--- src/rtl/core/safr_pkg.sv ---
// Types and constants for the serial audio frame receiver.
// No dependencies.
`timescale 1ns / 1ps
package safr_pkg;

  localparam int unsigned POS_W       = 4;
  localparam int unsigned FULL_LEN    = 10;
  localparam int unsigned SHORT_LEN   = 8;
  localparam int unsigned STORE_BASE  = 3;
  localparam int unsigned STORE_DEPTH = 6;
  localparam int unsigned STORE_IDX_W = $clog2(STORE_DEPTH);

  localparam logic [POS_W-1:0] POS_START   = POS_W'(0);
  localparam logic [POS_W-1:0] POS_VERSION = POS_W'(1);
  localparam logic [POS_W-1:0] POS_LENGTH  = POS_W'(2);
  localparam logic [POS_W-1:0] POS_SHORT   = POS_W'(SHORT_LEN - 1);
  localparam logic [POS_W-1:0] POS_END     = POS_W'(FULL_LEN - 1);

  typedef enum logic [1:0] {
    REG_START   = 2'd0,
    REG_VERSION = 2'd1,
    REG_LENGTH  = 2'd2,
    REG_END     = 2'd3
  } cfg_reg_e;

  typedef struct packed {
    logic [7:0] start_byte;
    logic [7:0] version_byte;
    logic [7:0] length_byte;
    logic [7:0] end_byte;
  } safr_cfg_t;

  typedef struct packed {
    logic        frame_done;
    logic        frame_valid;
    logic        has_checksum;
    logic [7:0]  msg_id;
    logic [7:0]  feedback_flag;
    logic [15:0] payload_word;
  } safr_result_t;

endpackage

--- src/rtl/core/safr_cfg_regs.sv ---
// Template byte registers written over the configuration channel.
// Depends on safr_pkg.
`timescale 1ns / 1ps
module safr_cfg_regs
  import safr_pkg::*;
(
  input  logic       clk_i,
  input  logic       rst_ni,
  input  logic       wr_en_i,
  input  cfg_reg_e   wr_index_i,
  input  logic [7:0] wr_data_i,
  output safr_cfg_t  cfg_o
);

  safr_cfg_t cfg_q, cfg_d;

  always_comb begin
    cfg_d = cfg_q;
    if (wr_en_i) begin
      case (wr_index_i)
        REG_START:   cfg_d.start_byte   = wr_data_i;
        REG_VERSION: cfg_d.version_byte = wr_data_i;
        REG_LENGTH:  cfg_d.length_byte  = wr_data_i;
        REG_END:     cfg_d.end_byte     = wr_data_i;
        default:     cfg_d = cfg_q;
      endcase
    end
  end

  always_ff @(posedge clk_i or negedge rst_ni) begin
    if (!rst_ni) begin
      cfg_q.start_byte   <= 8'd126;
      cfg_q.version_byte <= 8'd255;
      cfg_q.length_byte  <= 8'd6;
      cfg_q.end_byte     <= 8'd239;
    end else begin
      cfg_q <= cfg_d;
    end
  end

  assign cfg_o = cfg_q;

endmodule

--- config.mk ---
export PLATFORM = sky130hd
export DESIGN_NAME = safr_cfg_regs
export DESIGN_NICKNAME = d
export VERILOG_FILES = /design/src/rtl/core/safr_pkg.sv /design/src/rtl/core/safr_cfg_regs.sv
export SDC_FILE = /design/constraint.sdc
export NUM_CORES = 1
export LEC_CHECK = 0
export BUFFER_PORTS_ARGS = -buffer_cell sky130_fd_sc_hd__buf_4
export CAP_MARGIN = 20
export CELL_PAD_IN_SITES_DETAIL_PLACEMENT = 1
export CELL_PAD_IN_SITES_GLOBAL_PLACEMENT = 2
export CORE_MARGIN = 4
export CORE_UTILIZATION = 32
export CTS_CLUSTER_DIAMETER = 150
export CTS_CLUSTER_SIZE = 20
export DETAILED_ROUTE_END_ITERATION = 7
export GPL_TIMING_DRIVEN = 0
export PLACE_DENSITY_LB_ADDON = 0.1
export SLEW_MARGIN = 0
export SYNTH_ARGS = -nofsm -noshare
export SYNTH_HDL_FRONTEND = slang
export SYNTH_SLANG_ARGS = --single-unit
--- constraint.sdc ---
create_clock -name clk_i -period 0.81 [get_ports clk_i]
set_input_delay 0.162 -clock clk_i [delete_from_list [all_inputs] [get_ports clk_i]]
set_output_delay 0.162 -clock clk_i [all_outputs]
set_load 0.005 [all_outputs]
==> results.md <==
- Clock root buffer: clkbuf_8
- Net switching power: around 1.1 mW
- Starting Density: about 33%
- Via/cell ratio: around 4.6
- Fin crit share: 134%
- Final ANT Viol Nets: 0
- Mapped Area: between 0.001 and 0.0015 mm²
- Syn avg cell area: about 18 µm²
- Ys Warns: 0
- Combinational Power Share: 26.4%
- Fin crit period: 1.09 ns
- Vias in the first global route: approximately 900
- H-tree depth: 2
- Setup TNS: -7.33 ns
- Post-route setup slack: -0.275 ns
- Max Fclk: a little over 900 MHz
- All-layer global routing usage: between 10% and 20%
- Final WL: between 2000 and 3000 µm
- I/O pin count: 45
- Sequential share of power: between 40% and 50%
- Post-synth top area share: just under 50%
- Crit Path Max Fanout: 2
- Hold Crit Class: input port to flip-flop
- Final Hold Vio Count: 0
- Placed insts: 160
- Final Setup Violations: 35
- Yosys cell types: 6
- FF-to-FF setup slack: -0.08 ns
- Max_cap viols: 0
- Synth Net Count: between 80 and 90
- Fin. max-slew vios: 0
- CP max stage delay: 0.55 ns
- Clock Skew: 0 ns
- Die Ht: about 70 µm
- Crit-path cells: buf_6
- Cells after Synth: 68
- Num CTS Buffers: 5
- Synth area leaders: dfstp_2 (49%), mux2_2 (29%), dfrtp_1 (18%)
- TritonRoute pass-1 iters: 4
- Pwr per Cell Area: about 2400 mW/mm²
- Initial antenna violation count: 0
- Static leakage: 0.880 nW
- Post-Layout Cell Count: between 150 and 200
- Sw Ratio: 22.9%
- Failing checks: setup timing
- # port buffers: 44
- Die Wd: about 70 µm
- Worst EP arrival: around 0.9 ns
- Largest register FFs: 32
- Worst Setup End Kind: output port
- Layout cells sized above 1: about 90%
- Total power: 4.77 mW
- First-pass GRT wire length: 4530 µm
- Iter 0 DRT Violations: 35
- Clock-pin slew on the worst setup and hold paths: ~0.060 ns
- Buf/Inv on CP: 1
- Clock Path Buffers: 2
- DRC: 0
- Worst slew pin tran: roughly 0.4 ns
- Die area: between 0.004 and 0.005 mm²
- Clock Latency Late Sink: roughly 0.28 ns
- DR WL/cell: roughly 16 µm
- CP Class: flip-flop to output port
- Most frequent cells in the layout: buf_6 (38), mux2_2 (24), dfstp_2 (23)
- Remaining global-route overflow: 0
- Status: complete, but fails checks
- Vias: about 800
- Startpoint Class: flip-flop
- Max VDD drop: 1040 µV
- Largest area contributor in the netlist: dfstp_2
- P_int: approximately 3.7 mW
- CTS tree: yes
- # clock sinks: 32
- Max_slew headroom: roughly 73%
- Critical Path RT: around 0.65 ns
- Worst path top cell family by delay: flip-flops
- FP Rows: 22
- Most common cell after layout, fill and taps aside: buf_6
- Routability Congestion: about 0.65
- Clock power share: 25.8%
- Critical path's slowest cell: dfstp_2
- Synth Register Bits: 32
- Seq/Total Area, Yosys: 66.8%
- Largest net degree at the start of global routing: 33
- RSZ-0062 raised after global routing: yes
- Core Area: between 0.003 and 0.004 mm²
- N_diodes: 0
- Nets@finish: 138
- P&R area growth vs syn: 57.9%
==> worst register-to-register path: stages, from the launching register on <==
cell and delay, ns:
dfrtp_1 0.39, buf_4 0.13, mux2_4 0.26
==> final timing paths <==
path	startpoint	to	depth (start not counted)
setup / recovery	cfg_o[26]	cfg_o[26]	1
hold / removal	wr_data_i[0]	cfg_o[24]	2
setup reg to reg	cfg_o[31]	cfg_o[31]	2
hold reg to reg	cfg_o[12]	cfg_o[12]	1
max in group asynchronous	rst_ni	cfg_o[2]	2
min in group asynchronous	rst_ni	cfg_o[12]	2
==> final cells by class <==
cell class,instances,area (µm²)
Clock buffer,8,90.1
Fill cell,365,1760
Multi-Input combinational cell,36,459
Sequential cell,32,830
Tap cell,48,60.1
Timing Repair Buffer,50,520
==> what timing repair did <==
action,CTS,global route
hold endpoints to repair,9,0
hold buffers,1,0
gates resized for setup,34,11
pin swaps,1,1
gates cloned,0,0
buffers inserted,4,2
setup endpoints to repair,40,40
==> logic make-up (layout without fill, tap and decap cells) <==
logic type	count (synthesis)	after routing	share of synthesized area (%)
multiplexers	32	32	29.0
flip-flops	32	32	66.8
AND/OR/NAND/NOR	4	4	4.13
buffers and inverters	0	58	0
==> per-stage QoR <==
stage / utilization (%) / setup slack [ns] / cell area [µm²] / hold WS, ns
global placement: 44.6 / -0.512 / 1660 / 0.123
CTS: 51.5 / -0.288 / 1910 / 0.127
finish: 52.7 / -0.275 / 1960 / 0.141
global route: 52.7 / -0.310 / 1960 / 0.127
floorplan: - / -0.165 / 1270 / -0.134
detailed placement: 44.6 / -0.521 / 1660 / 0.125
==> cells in the mapped netlist, drive strengths merged <==
cell and number:
nor3b 1, nand3b 2, dfrtp 9, mux2 32, dfstp 23, nand3 1
==> routing by layer <==
layer  share of wire [%]  GRT usage [%]  vias up
met5                   0              0        -
met2                  47           19.0       31
li1                    -              -      358
met4                 2.6           8.30        0
met3                 7.7           5.32        7
met1                  43           14.5      402
==> power groups by stage <==
stage	combinational [mW]	sequential, mW	clock [mW]
final	1.26	2.28	1.23
after global routing	1.35	2.33	1.37
after detailed placement	0.998	2.25	0
after global placement	0.982	2.22	0
after floorplan	0.330	2.25	0
after CTS	1.23	2.28	1.30
(Power assumes the default switching activity.)
