==> src/rtl/core/safr_pkg.sv <==
// Types and constants for the serial audio frame receiver.
// No dependencies.
`timescale 1ns / 1ps
package safr_pkg;

  localparam int unsigned POS_W       = 4;
  localparam int unsigned FULL_LEN    = 10;
  localparam int unsigned SHORT_LEN   = 8;
  localparam int unsigned STORE_BASE  = 3;
  localparam int unsigned STORE_DEPTH = 6;
  localparam int unsigned STORE_IDX_W = $clog2(STORE_DEPTH);

  localparam logic [POS_W-1:0] POS_START   = POS_W'(0);
  localparam logic [POS_W-1:0] POS_VERSION = POS_W'(1);
  localparam logic [POS_W-1:0] POS_LENGTH  = POS_W'(2);
  localparam logic [POS_W-1:0] POS_SHORT   = POS_W'(SHORT_LEN - 1);
  localparam logic [POS_W-1:0] POS_END     = POS_W'(FULL_LEN - 1);

  typedef enum logic [1:0] {
    REG_START   = 2'd0,
    REG_VERSION = 2'd1,
    REG_LENGTH  = 2'd2,
    REG_END     = 2'd3
  } cfg_reg_e;

  typedef struct packed {
    logic [7:0] start_byte;
    logic [7:0] version_byte;
    logic [7:0] length_byte;
    logic [7:0] end_byte;
  } safr_cfg_t;

  typedef struct packed {
    logic        frame_done;
    logic        frame_valid;
    logic        has_checksum;
    logic [7:0]  msg_id;
    logic [7:0]  feedback_flag;
    logic [15:0] payload_word;
  } safr_result_t;

endpackage

==> src/rtl/core/safr_out_stage.sv <==
// Result register with valid/ready; takes a new result while the old one drains.
// Depends on safr_pkg.
`timescale 1ns / 1ps
module safr_out_stage
  import safr_pkg::*;
(
  input  logic         clk_i,
  input  logic         rst_ni,
  input  logic         load_i,
  input  safr_result_t result_i,
  output logic         free_o,
  output logic         valid_o,
  input  logic         ready_i,
  output safr_result_t result_o
);

  logic         valid_q, valid_d;
  safr_result_t result_q;

  assign free_o  = !valid_q || ready_i;
  assign valid_d = load_i || (valid_q && !ready_i);

  always_ff @(posedge clk_i or negedge rst_ni) begin
    if (!rst_ni) begin
      valid_q <= 1'b0;
    end else begin
      valid_q <= valid_d;
    end
  end

  always_ff @(posedge clk_i) begin
    if (load_i) begin
      result_q <= result_i;
    end
  end

  assign valid_o  = valid_q;
  assign result_o = result_q;

endmodule

==> config.mk <==
export PLATFORM = sky130hd
export DESIGN_NAME = safr_out_stage
export DESIGN_NICKNAME = d
export VERILOG_FILES = /design/src/rtl/core/safr_pkg.sv /design/src/rtl/core/safr_out_stage.sv
export SDC_FILE = /design/constraint.sdc
export NUM_CORES = 1
export LEC_CHECK = 0
export BUFFER_PORTS_ARGS = -buffer_cell sky130_fd_sc_hd__buf_2
export CAP_MARGIN = 30
export CORE_UTILIZATION = 42
export DETAILED_ROUTE_END_ITERATION = 7
export PLACE_DENSITY = 0.78
export SYNTH_ARGS = -nofsm -noshare
export SYNTH_HDL_FRONTEND = slang
export SYNTH_SLANG_ARGS = --single-unit
==> constraint.sdc <==
create_clock -name clk_i -period 0.9 [get_ports clk_i]
set_input_delay 0.18 -clock clk_i [delete_from_list [all_inputs] [get_ports clk_i]]
set_output_delay 0.18 -clock clk_i [all_outputs]
set_load 0.1 [all_outputs]
==> out/metrics.yaml, run 1 <==
outcome:
  outcome: "did not finish"
  stop_stage: "global routing (5_1_grt)"
  stop_error: "[ERROR DPL-0033] detailed placement checks failed during check placement."
logic_synthesis:
  syn_nets: 77
  syn_area_per_cell_um2: 28.9
  yosysWarnings: 0
  synth.ff_latch_count: 36
  synth_cell_type_count: 4
  synth_cells: 38
  ys_seq_area_share_pct: 97.9
  netlist_area_um2: 1100
floorplan:
  die_w_um: 53.1
  die_h_um: 53.1
  num_io_pins: 76
  row_count: 18
  start_util_pct: 44.3
placed_design:
  gp_congestion: 0.602
  io_buffers: 75
clocking:
  cts_resized: 0
  cts_htree_levels: 2
  numCtsBuffers: 5
  cts_max_path_buffers: 2
  root_buffer: "clkbuf_4"
  clkSinkCount: 36
timing:
  endpoint_type: "primary output"
  postGrtWorstEndpoint: "free_o"
global_route:
  grt_max_degree: 24
  antenna_found_initial: 0
## logic make-up after synthesis
kind of cell,count (synthesis),synth area share (%)
DFF,36,97.9
and+or+nand+nor,2,2.05
## metrics by stage
step | cells | setup WS, ns | setup TNS (ns) | area (um^2)
CTS | 160 | -0.429 | -9.90 | 2260
detailed placement | 146 | -0.0315 | -0.0315 | 2120
global placement | 146 | -0.0190 | -0.0190 | 2120
floorplan | 38 | -0.220 | -6.88 | 1110
## cell usage after synthesis
cell | count | share of area (%)
dfrtp_1 | 1 | 2.3
edfxtp_1 | 35 | 96
nand2b_2 | 1 | 0.80
nand2b_4 | 1 | 1.3
## what timing repair did
item                                   4_1_cts
hold buffers                                 5
pin swaps                                    0
setup buffers                                1
setup endpoints to repair                   37
endpoints found under the hold margin        5
==> run 2: changes to the inputs <==
--- a/config.mk
+++ b/config.mk
@@ -7,9 +7,9 @@
 export LEC_CHECK = 0
 export BUFFER_PORTS_ARGS = -buffer_cell sky130_fd_sc_hd__buf_2
 export CAP_MARGIN = 30
-export CORE_UTILIZATION = 42
+export CORE_UTILIZATION = 30
 export DETAILED_ROUTE_END_ITERATION = 7
-export PLACE_DENSITY = 0.78
+export PLACE_DENSITY_LB_ADDON = 0.15
 export SYNTH_ARGS = -nofsm -noshare
 export SYNTH_HDL_FRONTEND = slang
 export SYNTH_SLANG_ARGS = --single-unit
==> out/metrics.yaml, run 2 <==
outcome:
  outcome: "finished with violations"
  violations: "setup timing"
placed_design:
  placed_cell_area_um2: 2140
  gp_congestion: 0.613
  io_buffers: 75
logic_synthesis:
  syn_area_per_cell_um2: 28.9
  synth_top_area_share_pct: 95.7
  yosysMostFrequentCell: "edfxtp_1"
  synth_common_cells: "edfxtp_1 (35), dfrtp_1 (1), nand2b_2 (1), nand2b_4 (1)"
  ys.flop_type: "edfxtp_1"
  synth_edf_count: 35
  yosysWarnings: 0
  synth.ff_latch_count: 36
  synth_cells: 38
  syn_nets: 77
  synth_cell_type_count: 4
  ys_seq_area_share_pct: 97.9
  synthArstFlopShare_pct: 2.78
  synthTopCellsByArea: "edfxtp_1 (96%), dfrtp_1 (2.3%), nand2b_4 (1.3%), nand2b_2 (0.80%)"
  netlist_area_um2: 1100
  yosys.area.top_type: "edfxtp_1"
floorplan:
  coreArea_um2: 3420
  die_h_um: 62.5
  start_util_pct: 32.2
  die_w_um: 62.5
  row_count: 21
  num_io_pins: 76
  dieArea_um2: 3910
power:
  power_density_nw_per_um2: 1980
  vdd_ir_drop_max_v: 0.00129
  p_leak_uw: 0.000968
  p_total_uw: 4540
timing:
  slew_viol_final: 0
  finalCritPeriodShare_pct: 142
  fin_tns_setup_ns: -8.40
  worst_slew_pin_slew_ns: 0.136
  final-hold-violation-count: 0
  layout_setup_ws_ns: -0.378
  fmax_mhz: 782
  fin_crit_ns: 1.28
  slew_headroom_pct: 91.0
  clock_skew_ns: 0
  rsz0062_at_grt: "yes"
  setup_violations: 38
  whs_ns: 0.0283
layout:
  area_growth_pct: 109
  layout_commonest_cell: "buf_12"
  regArea_um2: 1080
  final_area_um2: 2300
  final.fill_count: 241
  multi_input_area_um2: 27.5
  antenna_cells: 0
  layout-drive-gt1-share_pct: 66.4
  nets: 173
  final_core_util_pct: 67.3
  largest_reg_flops: 35
  layout_common_cells: "buf_12 (39), buf_2 (38), edfxtp_1 (35), dlygate4sd3_1 (9), clkbuf_4 (5)"
global_route:
  antenna_found_initial: 0
  grt_pass1_wl_mm: 3.38
  first_global_vias: 718
  grt_use_total_pct: 12.1
  overflow: 0
  grt_max_degree: 23
detailed_routing:
  routedWlPerCell_um: 12.8
  drc: 0
  drtIter0Drc: 15
  routed_wl_mm: 2.30
  avgViaCountPerCell: 3.99
  drt.antenna.violating_nets: 0
  first_pass_iters: 4
  vias: 718
worst_setup_path:
  path_class: "flop to output pin"
  critPathLaunchType: "flop"
  end_kind: "output pin"
  critPathRequiredTime_ns: 0.72
  arrival_ns: 1.10
  cp_max_fo: 2
clocking:
  cts_htree_levels: 2
  clk-insertion-delay-late_ns: 0.32
  cts.reportedPaths.clkPinSlew_ns: 0.09
  cts_max_path_buffers: 2
  clkSinkCount: 36
  cts_tree: "built"
  numCtsBuffers: 5
  root_buffer: "clkbuf_4"
worst_hold_path:
  min_path_type: "primary input to flop"
flow_run:
  maxCapViolCount: 0
[run 2: cell type report]
type                            instances  area share [%]
Clock inverter                          1           0.218
Tap cell                               46            2.50
Clock buffer                            6            1.80
Multi-Input combinational cell          2            1.20
Timing Repair Buffer                   89            47.3
Sequential cell                        36            47.0
[run 2: through the flow]
step                cells  setup slack [ns]
finish                180            -0.378
global route          180            -0.421
CTS                   171            -0.401
detailed placement    162           -0.0229
global placement      162           -0.0192
floorplan              38            -0.220
[run 2: metal layers]
layer  up-vias  wire length (um)  GRT usage [%]
met1       325               760           11.9
met4         0                25           4.36
met5         -                 0              0
met3         3               273           7.66
li1        339                 -              -
met2        51              1240           20.2
[run 2: worst max-delay path, cell delays in order (launching register included)]
cell and delay (ns):
dfrtp_4 0.51, nand2b_4 0.09, buf_12 0.17
[run 2: cell families (layout without fill, tap and decap cells)]
group | count (synthesis) | after routing | synth area share (%)
DFF | 36 | 36 | 97.9
buffers and inverters | 0 | 96 | 0
and+or+nand+nor | 2 | 2 | 2.05
[run 2: where the power goes]
group	total (uW)	internal (uW)	switching, uW	leakage [uW]
Clock	757	288	469	0.0000281
Sequential	2100	1990	107	0.000353
Combinational	1680	604	1080	0.000587
Total	4540	2880	1660	0.000968
[run 2: timing repair]
item,in CTS,in global routing
resized for setup,1,0
gates cloned,0,0
endpoints found under the setup margin,37,38
hold endpoints to repair,1,8
setup buffers,1,1
hold buffers,1,8
[run 2: final timing paths]
path,from,end,slack (ns),cells past startpoint
max,valid_o,free_o,-0.38,2
min,result_i[19],result_o[19],0.03,1
max reg2reg,valid_o,valid_o,-0.13,5
min reg2reg,valid_o,valid_o,0.95,5
max in group asynchronous,rst_ni,valid_o,0.65,2
min in group asynchronous,rst_ni,valid_o,0.15,2
(Power assumes the default switching activity.)
