--- src/rtl/core/safr_pkg.sv ---
// Types and constants for the serial audio frame receiver.
// No dependencies.
`timescale 1ns / 1ps
package safr_pkg;

  localparam int unsigned POS_W       = 4;
  localparam int unsigned FULL_LEN    = 10;
  localparam int unsigned SHORT_LEN   = 8;
  localparam int unsigned STORE_BASE  = 3;
  localparam int unsigned STORE_DEPTH = 6;
  localparam int unsigned STORE_IDX_W = $clog2(STORE_DEPTH);

  localparam logic [POS_W-1:0] POS_START   = POS_W'(0);
  localparam logic [POS_W-1:0] POS_VERSION = POS_W'(1);
  localparam logic [POS_W-1:0] POS_LENGTH  = POS_W'(2);
  localparam logic [POS_W-1:0] POS_SHORT   = POS_W'(SHORT_LEN - 1);
  localparam logic [POS_W-1:0] POS_END     = POS_W'(FULL_LEN - 1);

  typedef enum logic [1:0] {
    REG_START   = 2'd0,
    REG_VERSION = 2'd1,
    REG_LENGTH  = 2'd2,
    REG_END     = 2'd3
  } cfg_reg_e;

  typedef struct packed {
    logic [7:0] start_byte;
    logic [7:0] version_byte;
    logic [7:0] length_byte;
    logic [7:0] end_byte;
  } safr_cfg_t;

  typedef struct packed {
    logic        frame_done;
    logic        frame_valid;
    logic        has_checksum;
    logic [7:0]  msg_id;
    logic [7:0]  feedback_flag;
    logic [15:0] payload_word;
  } safr_result_t;

endpackage

--- src/rtl/core/safr_framer.sv ---
// Frame position tracking, body byte store and checksum check.
// Depends on safr_pkg; result is combinational from the current byte.
`timescale 1ns / 1ps
module safr_framer
  import safr_pkg::*;
(
  input  logic         clk_i,
  input  logic         rst_ni,
  input  logic         accept_i,
  input  logic [7:0]   rx_byte_i,
  input  safr_cfg_t    cfg_i,
  output safr_result_t result_o
);

  logic [POS_W-1:0]       pos_q, pos_d;
  logic [POS_W-1:0]       pos_eff;
  logic [7:0]             store_q [STORE_DEPTH];
  logic                   store_we;
  logic [STORE_IDX_W-1:0] store_idx;
  logic [7:0]             expect_byte;
  logic [15:0]            sum;
  logic                   emit_full;
  logic                   emit_short;

  assign pos_eff   = (pos_q >= POS_W'(FULL_LEN)) ? POS_START : pos_q;
  assign store_idx = STORE_IDX_W'(pos_eff - POS_W'(STORE_BASE));

  assign sum = 16'(cfg_i.version_byte) + 16'(cfg_i.length_byte)
             + 16'(store_q[0]) + 16'(store_q[1]) + 16'(store_q[2]) + 16'(store_q[3])
             + {store_q[4], store_q[5]};

  always_comb begin
    expect_byte = cfg_i.end_byte;
    case (pos_eff)
      POS_START:   expect_byte = cfg_i.start_byte;
      POS_VERSION: expect_byte = cfg_i.version_byte;
      POS_LENGTH:  expect_byte = cfg_i.length_byte;
      default:     expect_byte = cfg_i.end_byte;
    endcase
  end

  always_comb begin
    pos_d      = pos_eff;
    store_we   = 1'b0;
    emit_full  = 1'b0;
    emit_short = 1'b0;
    case (pos_eff)
      POS_START, POS_VERSION, POS_LENGTH, POS_END: begin
        if (rx_byte_i == expect_byte) begin
          if (pos_eff == POS_END) begin
            emit_full = 1'b1;
            pos_d     = POS_START;
          end else begin
            pos_d = pos_eff + POS_W'(1);
          end
        end else begin
          pos_d = (rx_byte_i == cfg_i.start_byte) ? POS_VERSION : POS_START;
        end
      end
      default: begin
        if (pos_eff == POS_SHORT && rx_byte_i == cfg_i.end_byte) begin
          emit_short = 1'b1;
          pos_d      = POS_START;
        end else begin
          store_we = 1'b1;
          pos_d    = pos_eff + POS_W'(1);
        end
      end
    endcase
  end

  always_comb begin
    result_o = '0;
    if (emit_full || emit_short) begin
      result_o.frame_done    = 1'b1;
      result_o.frame_valid   = emit_short || (sum == 16'd0);
      result_o.has_checksum  = emit_full;
      result_o.msg_id        = store_q[0];
      result_o.feedback_flag = store_q[1];
      result_o.payload_word  = {store_q[2], store_q[3]};
    end
  end

  always_ff @(posedge clk_i or negedge rst_ni) begin
    if (!rst_ni) begin
      pos_q <= POS_START;
    end else if (accept_i) begin
      pos_q <= pos_d;
    end
  end

  // body bytes: no reset, each entry written only within its frame
  always_ff @(posedge clk_i) begin
    for (int i = 0; i < STORE_DEPTH; i++) begin
      if (accept_i && store_we && store_idx == STORE_IDX_W'(i)) begin
        store_q[i] <= rx_byte_i;
      end
    end
  end

endmodule

--- config.mk ---
export PLATFORM = sky130hd
export DESIGN_NAME = safr_framer
export DESIGN_NICKNAME = d
export VERILOG_FILES = /design/src/rtl/core/safr_pkg.sv /design/src/rtl/core/safr_framer.sv
export SDC_FILE = /design/constraint.sdc
export NUM_CORES = 1
export LEC_CHECK = 0
export BUFFER_PORTS_ARGS = -buffer_cell sky130_fd_sc_hd__buf_2
export CORE_MARGIN = 4
export CORE_UTILIZATION = 40
export DETAILED_ROUTE_END_ITERATION = 10
export PLACE_DENSITY = 0.72
export SETUP_SLACK_MARGIN = 0.05
export SLEW_MARGIN = 10
export SYNTH_ARGS = -nofsm -noshare
export SYNTH_HDL_FRONTEND = slang
export SYNTH_SLANG_ARGS = --single-unit
export TNS_END_PERCENT = 100
--- constraint.sdc ---
create_clock -name clk_i -period 8.63 [get_ports clk_i]
set_input_delay 1.2945 -clock clk_i [delete_from_list [all_inputs] [get_ports clk_i]]
set_output_delay 1.2945 -clock clk_i [all_outputs]
set_load 0.01 [all_outputs]
==> impl_results.md <==
- Antenna-violating nets left: 0
- Slew @ Worst Pin: 999.7 ps
- Fmax: 129.1 MHz
- Hpwl dp: 8.360 mm
- Final WL: 10.42 mm
- Most used cell, CP: fa_1
- Main synth FF type: edfxtp_1
- Max FO, Critical Path: 2
- Synth warn: 0
- Hold bufs inserted after CTS: 0
- Max Cap Violations: 0
- Post-CTS Setup Inserts: 0
- Cell Rows: 37
- Switching share of power: 48.39%
- Post-DR vias/cell: 5.214
- Top Ports: 78
- Critical Path End Type: output pin
- Worst path buffer plus inverter count: 5
- WS Path Type: primary input to output pin
- Slew Viols, Final: 0
- Sw Pwr: 0.7938 mW
- Layout overhead on the synthesized area: 13.45%
- Vias after detailed routing: 3092
- Max incr delay on CP: 550 ps
- Worst setup SP type: primary input
- Die height: 111.1 µm
- Final Hold Viols: 0
- Layout net count: 562
- Die X: 111.1 µm
- Top cell type by total area after synthesis: edfxtp_1
- FF-to-FF path depth: 10
- Cts repair resizes: 0
- Num CTS Buffers: 5
- # diodes: 0
- Min-Delay Endpoint: pos_q[0]
- Vias in the first global route: 3166
- FFs w/ async S/R, synth: 7.692%
- Clock root buffer: clkbuf_8
- Hold path startpoint: pos_q[0]
- CTS H-tree lvls: 2
- Final core utilization: 46.71%
- Post-Place Cell Area: 4727 µm²
- R2r endpoint: store_q[0][7]
- EDFF count, synth: 48
- CP cell instances: buf_2 -> fa_1 -> inv_1 -> fa_1 -> fa_1 -> inv_1 -> fa_1 -> inv_1 -> fa_1 -> or3b_1 -> a221o_1 -> a311oi_1 -> o2111ai_1 -> a2111oi_0 -> o2111ai_1 -> o31ai_1 -> buf_2
- Req. time, crit path: 7340 ps
- Sequential share of the synthesized area: 36.27%
- Max VDD drop: 0.0001809 V
- RR Startpoint: pos_q[1]
- Mapped Cells: 382
- Most frequent cells in the layout: 77 x buf_2, 62 x inv_1, 48 x edfxtp_1
- PwrDens: 340.2 nW/µm²
- RSZ-0062 raised after global routing: no
- Min cycle time layout: 7745 ps
- Maximum clock insertion buffer count: 2
- #FFs+latches synth: 52
- Netlist Area Pre-Place: 4250 µm²
- Commonest non-fill, non-tap cell in the layout: buf_2
- DRC violations left: 0
- Leak pwr: 2.168 nW
- Initial core utilization: 41.17%
- Synth cell types: 52
- Clock-pin slew on the worst setup and hold paths: 100 ps
- Initial antenna violation count: 0
- Internal power: 0.8465 mW
- Wire length per cell: 17.57 µm
- Setup TNS: 0 ps
- Top cells by area, synth: edfxtp_1 34%, fa_1 18%, ha_1 7.4%
- Sequential power share: 20.2%
- Post-Layout Inst Area: 4822 µm²
- Syn_nets: 488
- Hold Path Depth: 2
- Grt ovf: 0
- Rel. slew slack: 33.21%
- Post-synth top area share: 33.91%
- Reg2Reg Setup Slack: 5290 ps
- DR pass1 iterations: 5
- Placer Congestion: 0.8724
- Hold Path Class: register to register
- Pin count of the biggest net entering global routing: 34
- Gate power share: 70.6%
- CP arrival: 6450 ps
- Status: finished clean
- First-pass GRT wire length: 16.31 mm
- Period utilization: 89.75%
- Die area: 12340 µm²
- Sink Count: 52
- Clock skew: 5.467 ps
- Drt initial violations: 238
- Syn Area/Cell: 11.13 µm²
- Tot GR Track Use: 16.63%
- CTS tree: built
- Layout cell share with drive strength beyond 1: 19.91%
- Core area: 10320 µm²
- Critical path's slowest cell: fa_1
- CP top delay family: adder cells
- Fillers: 954
- Port-buffer cells: 77
- Clock Power Share: 9.2%
- Worst skew pair latency: 310 ps
- Setup-failing EPs final: 0
## registers in the layout (all words and copies together) (netlist names)
name / cells
pos_q: 4
store_q: 48
## how the worst max path moves through the flow
stage                    from           end  slack (ps)  cells after the start
floorplan           cfg_i[10]  result_o[33]        1500                     15
global placement    cfg_i[10]  result_o[33]         980                     17
detailed placement  cfg_i[10]  result_o[33]         840                     17
CTS                 cfg_i[10]  result_o[33]         800                     17
global route        cfg_i[10]  result_o[33]         620                     17
finish              cfg_i[10]  result_o[33]         880                     17
## power by group through the flow
stage	Combinational, mW	Clock [mW]	Sequential (mW)
CTS	1.16	0.153	0.330
detailed placement	1.15	0	0.336
global placement	1.13	0	0.334
floorplan	0.884	0	0.331
global route	1.31	0.161	0.334
finish	1.16	0.152	0.331
## per-stage QoR
stage / std cells / hold WS (ps) / worst slack [ps] / total power [mW]
floorplan: 382 / 476.9 / 1496 / 1.215
global placement: 585 / 530.3 / 975.4 / 1.469
detailed placement: 585 / 526.1 / 843.6 / 1.483
CTS: 593 / 551.5 / 801.8 / 1.642
global route: 593 / 583.7 / 617.2 / 1.806
finish: 593 / 561.1 / 884.7 / 1.640
## cell usage after synthesis (5+ instances only)
master / number
inv_1: 62
edfxtp_1: 48
and2_1: 38
fa_1: 38
ha_1: 25
a21oi_1: 15
xnor2_1: 14
nand2_1: 13
o21ai_0: 11
nor2_1: 10
nand3_1: 8
o31ai_1: 8
xor2_1: 8
nand2b_1: 6
a222oi_1: 5
buf_6: 5
## worst min-delay path, stage by stage, from the launching register on
cell,delay (ps)
dfrtp_1,380
nand2b_1,60
nand3_1,80
## final cells by class
type	count	area, µm²	area share, %
inverters	62	232.7	4.826
clock buffers	5	68.82	1.427
multi-input cells	258	2397	49.71
well taps	136	170.2	3.529
clock inverters	3	26.28	0.5449
flip-flops and latches	52	1541	31.97
repair buffers	77	385.4	7.992
## cells by family after synthesis
logic type | share of synthesized area [%]
muxes | 1.207
AOI/OAI and AO/OA | 11.57
xor gates and xnor gates | 4.534
buffers and inverters | 7.330
DFF | 36.27
adders and majority gates | 25.26
and+or+nand+nor | 13.84
## layer usage
metal	vias up	track usage, %	routed length, µm
li1	1467	-	-
met1	1496	22.67	4442
met2	125	28.76	5090
met3	4	3.111	850
met4	0	1.622	35
met5	-	0	0
(Power assumes the default switching activity.)
